**config.mk**
```make
export PLATFORM = sky130hd
export DESIGN_NAME = assoc_slot_cache_round_robin_flat
export DESIGN_NICKNAME = d
export VERILOG_FILES = /design/src/ascrr_pkg.sv /design/src/ascrr_chan_if.sv /design/src/assoc_slot_cache_round_robin.sv /design/src/flat_wrapper.sv
export SDC_FILE = /design/constraint.sdc
export NUM_CORES = 1
export LEC_CHECK = 0
export ABC_AREA = 1
export BUFFER_PORTS_ARGS = -buffer_cell sky130_fd_sc_hd__buf_2
export CAP_MARGIN = 20
export CORE_MARGIN = 2
export CORE_UTILIZATION = 48
export DETAILED_ROUTE_END_ITERATION = 8
export PLACE_DENSITY = 0.75
export SYNTH_ARGS = -nofsm -noshare
export SYNTH_HDL_FRONTEND = slang
export SYNTH_SLANG_ARGS = --single-unit
export TNS_END_PERCENT = 50
```
**constraint.sdc**
```tcl
create_clock -name clk_i -period 2.4 [get_ports clk_i]
set_input_delay 0.24 -clock clk_i [delete_from_list [all_inputs] [get_ports clk_i]]
set_output_delay 0.24 -clock clk_i [all_outputs]
set_load 0.01 [all_outputs]
```
**src/ascrr_pkg.sv**
```systemverilog
`timescale 1ns / 1ps
`default_nettype none
// ----------------------------------------------------------------------------
// ascrr_pkg
// Shared types and constants for the round-robin associative slot cache.
// ----------------------------------------------------------------------------
package ascrr_pkg;

  localparam int unsigned KEY_W      = 8;
  localparam int unsigned SLOT_IDX_W = 3;

  localparam logic [KEY_W-1:0] NO_CONTROL_KEY_RST = 8'hFF;

  typedef struct packed {
    logic [KEY_W-1:0] request_key;
  } req_t;

  typedef struct packed {
    logic                  hit;
    logic [SLOT_IDX_W-1:0] slot_index;
  } rsp_t;

  typedef logic [KEY_W-1:0] cfg_t;

endpackage
`default_nettype wire

```
**src/ascrr_chan_if.sv**
```systemverilog
`timescale 1ns / 1ps
`default_nettype none
// ----------------------------------------------------------------------------
// ascrr_chan_if
// Valid/ready channel carrying one payload beat per handshake.
// ----------------------------------------------------------------------------
interface ascrr_chan_if #(
  parameter type payload_t = logic
);
  logic     valid;
  logic     ready;
  payload_t payload;

  modport source (output valid, output payload, input ready);
  modport sink   (input valid, input payload, output ready);
endinterface
`default_nettype wire

```
**src/assoc_slot_cache_round_robin.sv**
```systemverilog
`timescale 1ns / 1ps
`default_nettype none
// ----------------------------------------------------------------------------
// assoc_slot_cache_round_robin
// Fully associative key store with round-robin slot allocation.
// ----------------------------------------------------------------------------
//
//  channel  dir  payload                    meaning
//  -------  ---  -------------------------  ---------------------------------
//  req_i    in   request_key[7:0]           key to look up / allocate
//  rsp_o    out  hit, slot_index[2:0]       slot holding the key
//  cfg_i    in   no_control_key[7:0]        key that always allocates
//
//  Pipeline: a request beat is captured in an input register; then the
//  parallel compare, victim advance and slot write happen together and the
//  response lands in the output register. One beat per cycle sustained
//  while the response side takes beats; throughput is set by the single
//  compare-and-update step on the flip-flop key store.
//  Reset: valid bits and victim pointer clear at once and the no-control key
//  returns to all ones; the key store itself is not reset (unwritten entries
//  are never matched).
//  Stalls: a held response blocks the lookup stage, which then backs up the
//  input register; req ready drops only when both are full.
//
module assoc_slot_cache_round_robin #(
  parameter int unsigned SLOT_COUNT = 8
) (
  input  wire logic          clk_i,
  input  wire logic          rst_ni,
  ascrr_chan_if.sink         req_i,
  ascrr_chan_if.source       rsp_o,
  ascrr_chan_if.sink         cfg_i
);

  localparam int unsigned IDX_W = (SLOT_COUNT > 1) ? $clog2(SLOT_COUNT) : 1;
  localparam logic [IDX_W-1:0] LAST_SLOT = IDX_W'(SLOT_COUNT - 1);

  // Always-ready config; user must keep block idle when written, unenforced.
  logic [ascrr_pkg::KEY_W-1:0] nck_q;

  assign cfg_i.ready = 1'b1;

  always_ff @(posedge clk_i or negedge rst_ni) begin
    if (!rst_ni) begin
      nck_q <= ascrr_pkg::NO_CONTROL_KEY_RST;
    end else if (cfg_i.valid) begin
      nck_q <= cfg_i.payload;
    end
  end

  // Input register.
  logic                        in_valid_q;
  logic [ascrr_pkg::KEY_W-1:0] in_key_q;
  logic                        adv;       // lookup stage fires this cycle
  logic                        rsp_valid_q;
  ascrr_pkg::rsp_t             rsp_q;

  assign adv         = in_valid_q && (!rsp_valid_q || rsp_o.ready);
  assign req_i.ready = !in_valid_q || adv;

  always_ff @(posedge clk_i or negedge rst_ni) begin
    if (!rst_ni) begin
      in_valid_q <= 1'b0;
    end else if (req_i.ready) begin
      in_valid_q <= req_i.valid;
    end
  end

  always_ff @(posedge clk_i) begin
    if (req_i.ready && req_i.valid) begin
      in_key_q <= req_i.payload.request_key;
    end
  end

  // Slot store: keys in flip-flops, valid bits reset.
  logic [ascrr_pkg::KEY_W-1:0] slot_keys_q [SLOT_COUNT];
  logic [SLOT_COUNT-1:0]       slot_valid_q;
  logic [IDX_W-1:0]            victim_q;
  logic [IDX_W-1:0]            victim_d;

  // Parallel compare; the lowest matching slot wins (duplicates can appear
  // after the no-control key is changed).
  logic             lookup_hit;
  logic [IDX_W-1:0] hit_idx;
  logic             is_nck;

  always_comb begin
    is_nck     = (in_key_q == nck_q);
    lookup_hit = 1'b0;
    hit_idx    = '0;
    for (int i = SLOT_COUNT - 1; i >= 0; i--) begin
      if (slot_valid_q[i] && (slot_keys_q[i] == in_key_q) && !is_nck) begin
        lookup_hit = 1'b1;
        hit_idx    = IDX_W'(i);
      end
    end
    victim_d = (victim_q == LAST_SLOT) ? '0 : victim_q + 1'b1;
  end

  always_ff @(posedge clk_i or negedge rst_ni) begin
    if (!rst_ni) begin
      victim_q     <= '0;
      slot_valid_q <= '0;
    end else if (adv && !lookup_hit) begin
      victim_q               <= victim_d;
      slot_valid_q[victim_d] <= 1'b1;
    end
  end

  always_ff @(posedge clk_i) begin
    if (adv && !lookup_hit) begin
      slot_keys_q[victim_d] <= in_key_q;
    end
  end

  // Response register; slot_index carries the low three bits of the slot.
  logic [IDX_W-1:0]   slot_sel;
  logic [IDX_W+2:0]   slot_ext;

  assign slot_sel = lookup_hit ? hit_idx : victim_d;
  assign slot_ext = {3'b000, slot_sel};

  always_ff @(posedge clk_i or negedge rst_ni) begin
    if (!rst_ni) begin
      rsp_valid_q <= 1'b0;
    end else if (adv) begin
      rsp_valid_q <= 1'b1;
    end else if (rsp_o.ready) begin
      rsp_valid_q <= 1'b0;
    end
  end

  always_ff @(posedge clk_i) begin
    if (adv) begin
      rsp_q.hit        <= lookup_hit;
      rsp_q.slot_index <= slot_ext[ascrr_pkg::SLOT_IDX_W-1:0];
    end
  end

  assign rsp_o.valid   = rsp_valid_q;
  assign rsp_o.payload = rsp_q;

  // Assertions.
  // A freshly allocated slot is the new victim and is valid afterwards.
  a_alloc_valid: assert property (@(posedge clk_i) disable iff (!rst_ni)
    adv && !lookup_hit |=> slot_valid_q[victim_q])
    else $error("allocated slot not marked valid");

  // The victim pointer moves only on an allocation.
  a_victim_hold: assert property (@(posedge clk_i) disable iff (!rst_ni)
    !(adv && !lookup_hit) |=> $stable(victim_q))
    else $error("victim pointer moved without allocation");

  // A blocked lookup stage keeps its beat.
  a_in_hold: assert property (@(posedge clk_i) disable iff (!rst_ni)
    in_valid_q && !adv |=> in_valid_q && $stable(in_key_q))
    else $error("stalled request beat lost");

  // The no-control key never reports a hit.
  a_nck_miss: assert property (@(posedge clk_i) disable iff (!rst_ni)
    adv && is_nck |=> rsp_valid_q && !rsp_q.hit)
    else $error("no-control key returned a hit");

endmodule
`default_nettype wire

```
**src/flat_wrapper.sv**
```systemverilog
// flat-port wrapper written by rule: the top's interface ports become plain ports
module assoc_slot_cache_round_robin_flat 
#(
  parameter int unsigned SLOT_COUNT = 8
)
  (clk_i, rst_ni, req_i_valid, req_i_payload, req_i_ready, rsp_o_valid, rsp_o_payload, rsp_o_ready, cfg_i_valid, cfg_i_payload, cfg_i_ready);
  ascrr_chan_if #(.payload_t(ascrr_pkg::req_t)) req_i_i ();
  ascrr_chan_if #(.payload_t(ascrr_pkg::rsp_t)) rsp_o_i ();
  ascrr_chan_if #(.payload_t(ascrr_pkg::cfg_t)) cfg_i_i ();
  input  wire logic clk_i;
  input  wire logic rst_ni;
  input wire logic [$bits(req_i_i.valid)-1:0] req_i_valid;
  input wire logic [$bits(req_i_i.payload)-1:0] req_i_payload;
  output wire logic [$bits(req_i_i.ready)-1:0] req_i_ready;
  output wire logic [$bits(rsp_o_i.valid)-1:0] rsp_o_valid;
  output wire logic [$bits(rsp_o_i.payload)-1:0] rsp_o_payload;
  input wire logic [$bits(rsp_o_i.ready)-1:0] rsp_o_ready;
  input wire logic [$bits(cfg_i_i.valid)-1:0] cfg_i_valid;
  input wire logic [$bits(cfg_i_i.payload)-1:0] cfg_i_payload;
  output wire logic [$bits(cfg_i_i.ready)-1:0] cfg_i_ready;
  assign req_i_i.valid = req_i_valid;
  assign req_i_i.payload = req_i_payload;
  assign req_i_ready = req_i_i.ready;
  assign rsp_o_valid = rsp_o_i.valid;
  assign rsp_o_payload = rsp_o_i.payload;
  assign rsp_o_i.ready = rsp_o_ready;
  assign cfg_i_i.valid = cfg_i_valid;
  assign cfg_i_i.payload = cfg_i_payload;
  assign cfg_i_ready = cfg_i_i.ready;
  assoc_slot_cache_round_robin #(.SLOT_COUNT(SLOT_COUNT)) u_core (.clk_i(clk_i), .rst_ni(rst_ni), .req_i(req_i_i), .rsp_o(rsp_o_i), .cfg_i(cfg_i_i));
endmodule
```
### Yosys cells after proc, flatten, opt, wreduce, memory -nomap -nowiden

Memories as Yosys holds them, arrays and structs flattened.
Cells that the tools add are included.

* $add $sub $neg: 1
* magnitude comparators: 2
* eq/ne operators: 10
* mux-type cells: 24
* bitwise logic cells: 1
* reduce and logical (&&, ||, !) cells: 27

Operators with widths (number)
* $eq 8x8->1: 9
* $mux 3: 10
* $logic_and 1x1->1: 20
* $mux 1: 13
* $or 8x8->8: 1
* $logic_not 1->1: 4
* $lt 3x4->1 const B: 1
* $add 3x1->3 const B: 1
* $demux 1 s3: 1
* $eq 3x3->1 const B: 1
* $ge 3x1->1 const B: 1
* $logic_or 1x1->1: 2
* $reduce_bool 2->1: 1

* register bits: 33
* memory bits (writable): 64
* input bits: 21
* output and inout port bits: 7
* logic and storage cells: 74
* memories kept: 1

Memory list
* u_core.slot_keys_q: words 8, bits a word 8, read ports 8, clocked after Yosys merged registers in 0, write ports 1, RTL line assoc_slot_cache_round_robin.sv:76 `logic [ascrr_pkg::KEY_W-1:0] slot_keys_q [SLOT_COUNT];`

### Logic depth before layout (Yosys ltp)

An unclocked memory read counts as a cell.

* word-level depth: 16
* mapped depth: 15

### Least setup slack after synthesis

OpenSTA, ideal clock, no wires.

* kind: register to register
* from: register u_core.in_key_q[1] in the netlist's numbering
* to: memory u_core.slot_keys_q[1][0] in the netlist's numbering, enable pin
* arrival time: 1.831 ns
* data required time: 2.076 ns
* setup slack: 0.245 ns
* cell stages (with the launch flop): 12
* path buffers: 2
* path through: edfxtp_1 buf_6 nand2_1 nand4_4 nor2_4 nand2_4 nand2_1 nand2_2 nor2_8 buf_12 nand4_2 inv_1

* longest elaborated chain between the ends: 15
* elaborated cells between the ends (all ways): 38
* those cells by class: eq/ne (9); mux (10); reduce/logical (19)

RTL lines
* start: declaration: RTL line assoc_slot_cache_round_robin.sv:53 `logic [ascrr_pkg::KEY_W-1:0] in_key_q;`
* start signal: assignment: RTL line assoc_slot_cache_round_robin.sv:71 `in_key_q <= req_i.payload.request_key;`
* $eq 8x8->1, on equally long branches: RTL line assoc_slot_cache_round_robin.sv:92, assoc_slot_cache_round_robin.sv:88
* $logic_and 1x1->1 or $logic_not 1->1 (tied branches): RTL line assoc_slot_cache_round_robin.sv:92 `if (slot_valid_q[i] && (slot_keys_q[i] == in_key_q) && !is_nck) begin`
* $logic_and 1x1->1: RTL line assoc_slot_cache_round_robin.sv:92
* $mux 1 (7 in a row): RTL line assoc_slot_cache_round_robin.sv:92
* $mux 1 *: RTL line assoc_slot_cache_round_robin.sv:92
* $logic_not 1->1 *: RTL line assoc_slot_cache_round_robin.sv:111 `if (adv && !lookup_hit) begin`
* $logic_and 1x1->1 *: RTL line assoc_slot_cache_round_robin.sv:111
* $mux 1 *: RTL line assoc_slot_cache_round_robin.sv:111
* $mux 1 (not written as such) *: RTL line assoc_slot_cache_round_robin.sv:112 `slot_keys_q[victim_d] <= in_key_q;`
* end: declaration: RTL line assoc_slot_cache_round_robin.sv:76

Every way passes the cells marked *; elsewhere a longest branch is shown, timed or not.

### Worst setup path after layout

* from: register u_core.in_key_q[2] in the netlist's numbering
* to: memory u_core.slot_keys_q[2][3] in the netlist's numbering, enable pin

Same word-level chain as after synthesis.

==> results.md <==
* Status: complete, no violations
* Syn Nets at 477
* Placer Congestion at 0.926
* Vias in the first global route at 3253
* Layout fillers at just over 800
* WP data required at about 2500 ps
* CTS sink count at 97
* Io pins at 28
* H-tree levels at 3
* TritonRoute pass-1 iters at 6
* Worst R2R End: u_core.slot_keys_q[2][3]
* Root Buffer: clkbuf_8
* Nets at approximately 530
* CTS clk-pin slew, worst paths at 100 ps
* Placed cells at 626
* First-pass GRT wire length at 15900 um
* Max Fclk at 441 MHz
* GRT Residual Overflow at 0
* Unrepaired setup endpoints after global routing: yes
* Hold Path Sink: u_core.in_key_q[3]
* Slew at the pin closest to its max-slew limit at 555 ps
* Synth Register Bits at 97
* Final WL at between 9000 and 10000 um
* Non-filler cells, final at 648
* Worst Hold Launch: req_i_payload[3]
* Clock Tree Buf Depth at 2
* Period utilisation layout at 94.4%
* Chip Height at approximately 100 um
* Die width at between 100 and 150 um
* Critical Path Fanout Max at 8
* Port Buffer Count at 26
* R2r setup slk at roughly 130 ps
* Syn. warnings at 0
* Layout Utilization at 55.6%
* Layout cells sized above 1 at 25.4%
* Largest net degree at the start of global routing at 22
* Rel. slew slack at between 60% and 70%
* Area Growth Syn to Fin at 13.5%
* Lkg Pwr at 0.00235 uW
* Clock Latency Late Sink at 380 ps
* Area of the core at 9640 um2
* Mapped Avg Cell Area at 10.4 um2
* Slew Viols, Final at 0
* DP HPWL at 7320 um
* Initial antenna violation count at 0
* Worst path arrival time at 2350 ps
* Crit path kind: reg -> reg
* Setup TNS at 0 ps
* Max-cap viol count at 0
* Via density at around 5.0
* Cell Pwr Density at 777 nW/um2
* Worst R2R Start: u_core.in_key_q[2]
* Asr flop ratio synth at 21.6%
* Die Area at roughly 11000 um2
* Synthesized cell area at 4720 um2
* Final setup fails at 0
* Min cycle time layout at 2270 ps
* Std-Cell Rows at 36
* Antenna Nets Post-Route at 0
* DR DRC count at 0
* Final hold vios at 0
* Worst Hold Class: in -> reg
* Worst IR Drop VDD at 0.464 mV
* Hold Path Cell Cnt at 1
* Min Hold Slack at 29.9 ps
* Syn Inst Count at 454
* Placement Setup Slack at -103 ps
* GRT Total Usage at 20.4%
* Post-synth cell types at 39
* DR iter-0 viols at 226
* Wire length per cell at 15.3 um
* Num CTS Buffers at 9
* Number of synthesized flops with an enable pin at between 70 and 80
* Vias at 3259
* Worst setup SP type: register
* Diodes inserted at 0
* Setup crit start: u_core.in_key_q[2]
* Ys flop type: edfxtp_1
* Final worst setup slack at approximately 130 ps
* Kind of end point of the critical path: register
* Worst reg2reg path depth at 9
* CTS tree: done
* Clock skew at 12.3 ps
* Initial Utilization at 49.0%
* Sequential share of the synthesized area at 59.7%
cell families (layout without fill, tap and decap cells):
logic type	count (synthesis)	in the layout	share of synthesized area, %
xor+xnor	26	26	4.83
compound gates	35	35	4.19
flops	97	97	59.7
fa+ha+maj	2	2	0.530
simple gates	217	219	22.7
other cells	1	1	0.0795
buf+inv	76	135	8.01
worst max path at each step:
stage                                     endpoint  slack [ps]  cells after the start
final                     u_core.slot_keys_q[2][3]         130                      9
after floorplan           u_core.slot_keys_q[1][0]         240                     11
after detailed placement  u_core.slot_keys_q[6][7]        -100                     12
after CTS                 u_core.slot_keys_q[6][3]           2                     12
after global routing      u_core.slot_keys_q[2][3]         -10                     10
after global placement    u_core.slot_keys_q[6][4]         -80                     12
registers in the layout, indices dropped and copies added (netlist names):
name                  count
u_core.in_key_q           8
u_core.in_valid_q         1
u_core.nck_q              8
u_core.rsp_o.payload      4
u_core.rsp_o.valid        1
u_core.slot_keys_q       64
u_core.slot_valid_q       8
u_core.victim_q           3
worst max-delay path: stages (launching register included):
cell and delay [ps]:
edfxtp_1 560, buf_4 240, xnor2_1 180, nand2_1 80
nor2_1 170, nand4_1 140, nand2_2 190, nor2_8 80
nand4_2 120, clkinvlp_4 220
per-layer routing:
metal  routed length [um]  track usage (%)  vias up
li1                     -                -     1596
met1                 4290             25.5     1542
met2                 4900             34.4      104
met3                  528             5.36       17
met4                  189             7.49        0
met5                    0                0        -
report_power, final:
part | internal [uW] | switching [uW] | total [uW]
logic | 350 | 607 | 956
registers | 2090 | 110 | 2200
clock network | 396 | 614 | 1010
cell type report:
| type | count | area (um2) | share of cell area, % |
|---|---|---|---|
| inverters | 63 | 263 | 4.90 |
| well taps | 133 | 166 | 3.11 |
| clock inverters | 7 | 66.3 | 1.24 |
| multi-input cells | 283 | 1550 | 29.0 |
| clock buffers | 9 | 124 | 2.31 |
| repair buffers | 56 | 370 | 6.91 |
| flip-flops and latches | 97 | 2820 | 52.6 |
metrics by stage:
| step | area [um2] | total power (uW) |
|---|---|---|
| finish | 5360 | 4170 |
| global route | 5360 | 4400 |
| CTS | 5310 | 4180 |
| detailed placement | 5090 | 3170 |
| global placement | 5090 | 3130 |
| floorplan | 4720 | 2890 |
cell usage in the layout (no fill, tap or decap), types with 2 or more instances in the layout:
cell type	n
a21oi_1	4
buf_2	26
buf_4	28
clkbuf_8	9
clkinv_4	5
clkinvlp_4	3
dfrtp_1	13
dfstp_2	8
edfxtp_1	76
ha_1	2
inv_1	47
inv_2	8
inv_4	4
nand2_1	103
nand2_2	8
nand2_4	4
nand3_1	18
nand4_1	7
nand4_2	10
nor2_1	51
nor2_2	5
nor2_4	4
o2111ai_1	2
o21ai_0	16
o21ai_1	7
o22ai_1	4
xnor2_1	20
xor2_1	6
timing repair:
| action | CTS | global route |
|---|---|---|
| pin swaps | 0 | 6 |
| hold endpoints to repair | 13 | 0 |
| buffers inserted | 1 | 2 |
| endpoints found under the setup margin | 53 | 69 |
| hold buffers | 1 | 0 |
| resized for setup | 7 | 7 |
| gates cloned | 0 | 2 |
synthesized netlist by cell type, types with 2 or more instances:
library cell / number / share of area, %
nand4_2: 10 / 2.7
nor2_4: 3 / 0.72
inv_2: 7 / 0.56
edfxtp_1: 76 / 48
nand2_2: 9 / 1.2
o21ai_0: 16 / 1.7
buf_4: 3 / 0.48
a21oi_1: 4 / 0.42
nand2_4: 3 / 0.72
nand4_1: 7 / 0.93
buf_6: 8 / 1.9
ha_1: 2 / 0.53
nand2_1: 103 / 8.2
dfrtp_1: 13 / 6.9
o21ai_1: 7 / 0.74
o2111ai_1: 2 / 0.37
xnor2_1: 20 / 3.7
nand3_1: 18 / 1.9
xor2_1: 6 / 1.1
nor2_2: 2 / 0.27
inv_1: 54 / 4.3
nor2_1: 53 / 4.2
dfstp_2: 8 / 4.5
o22ai_1: 4 / 0.53
inv_4: 2 / 0.27
Power figures use the tool's default switching activity.
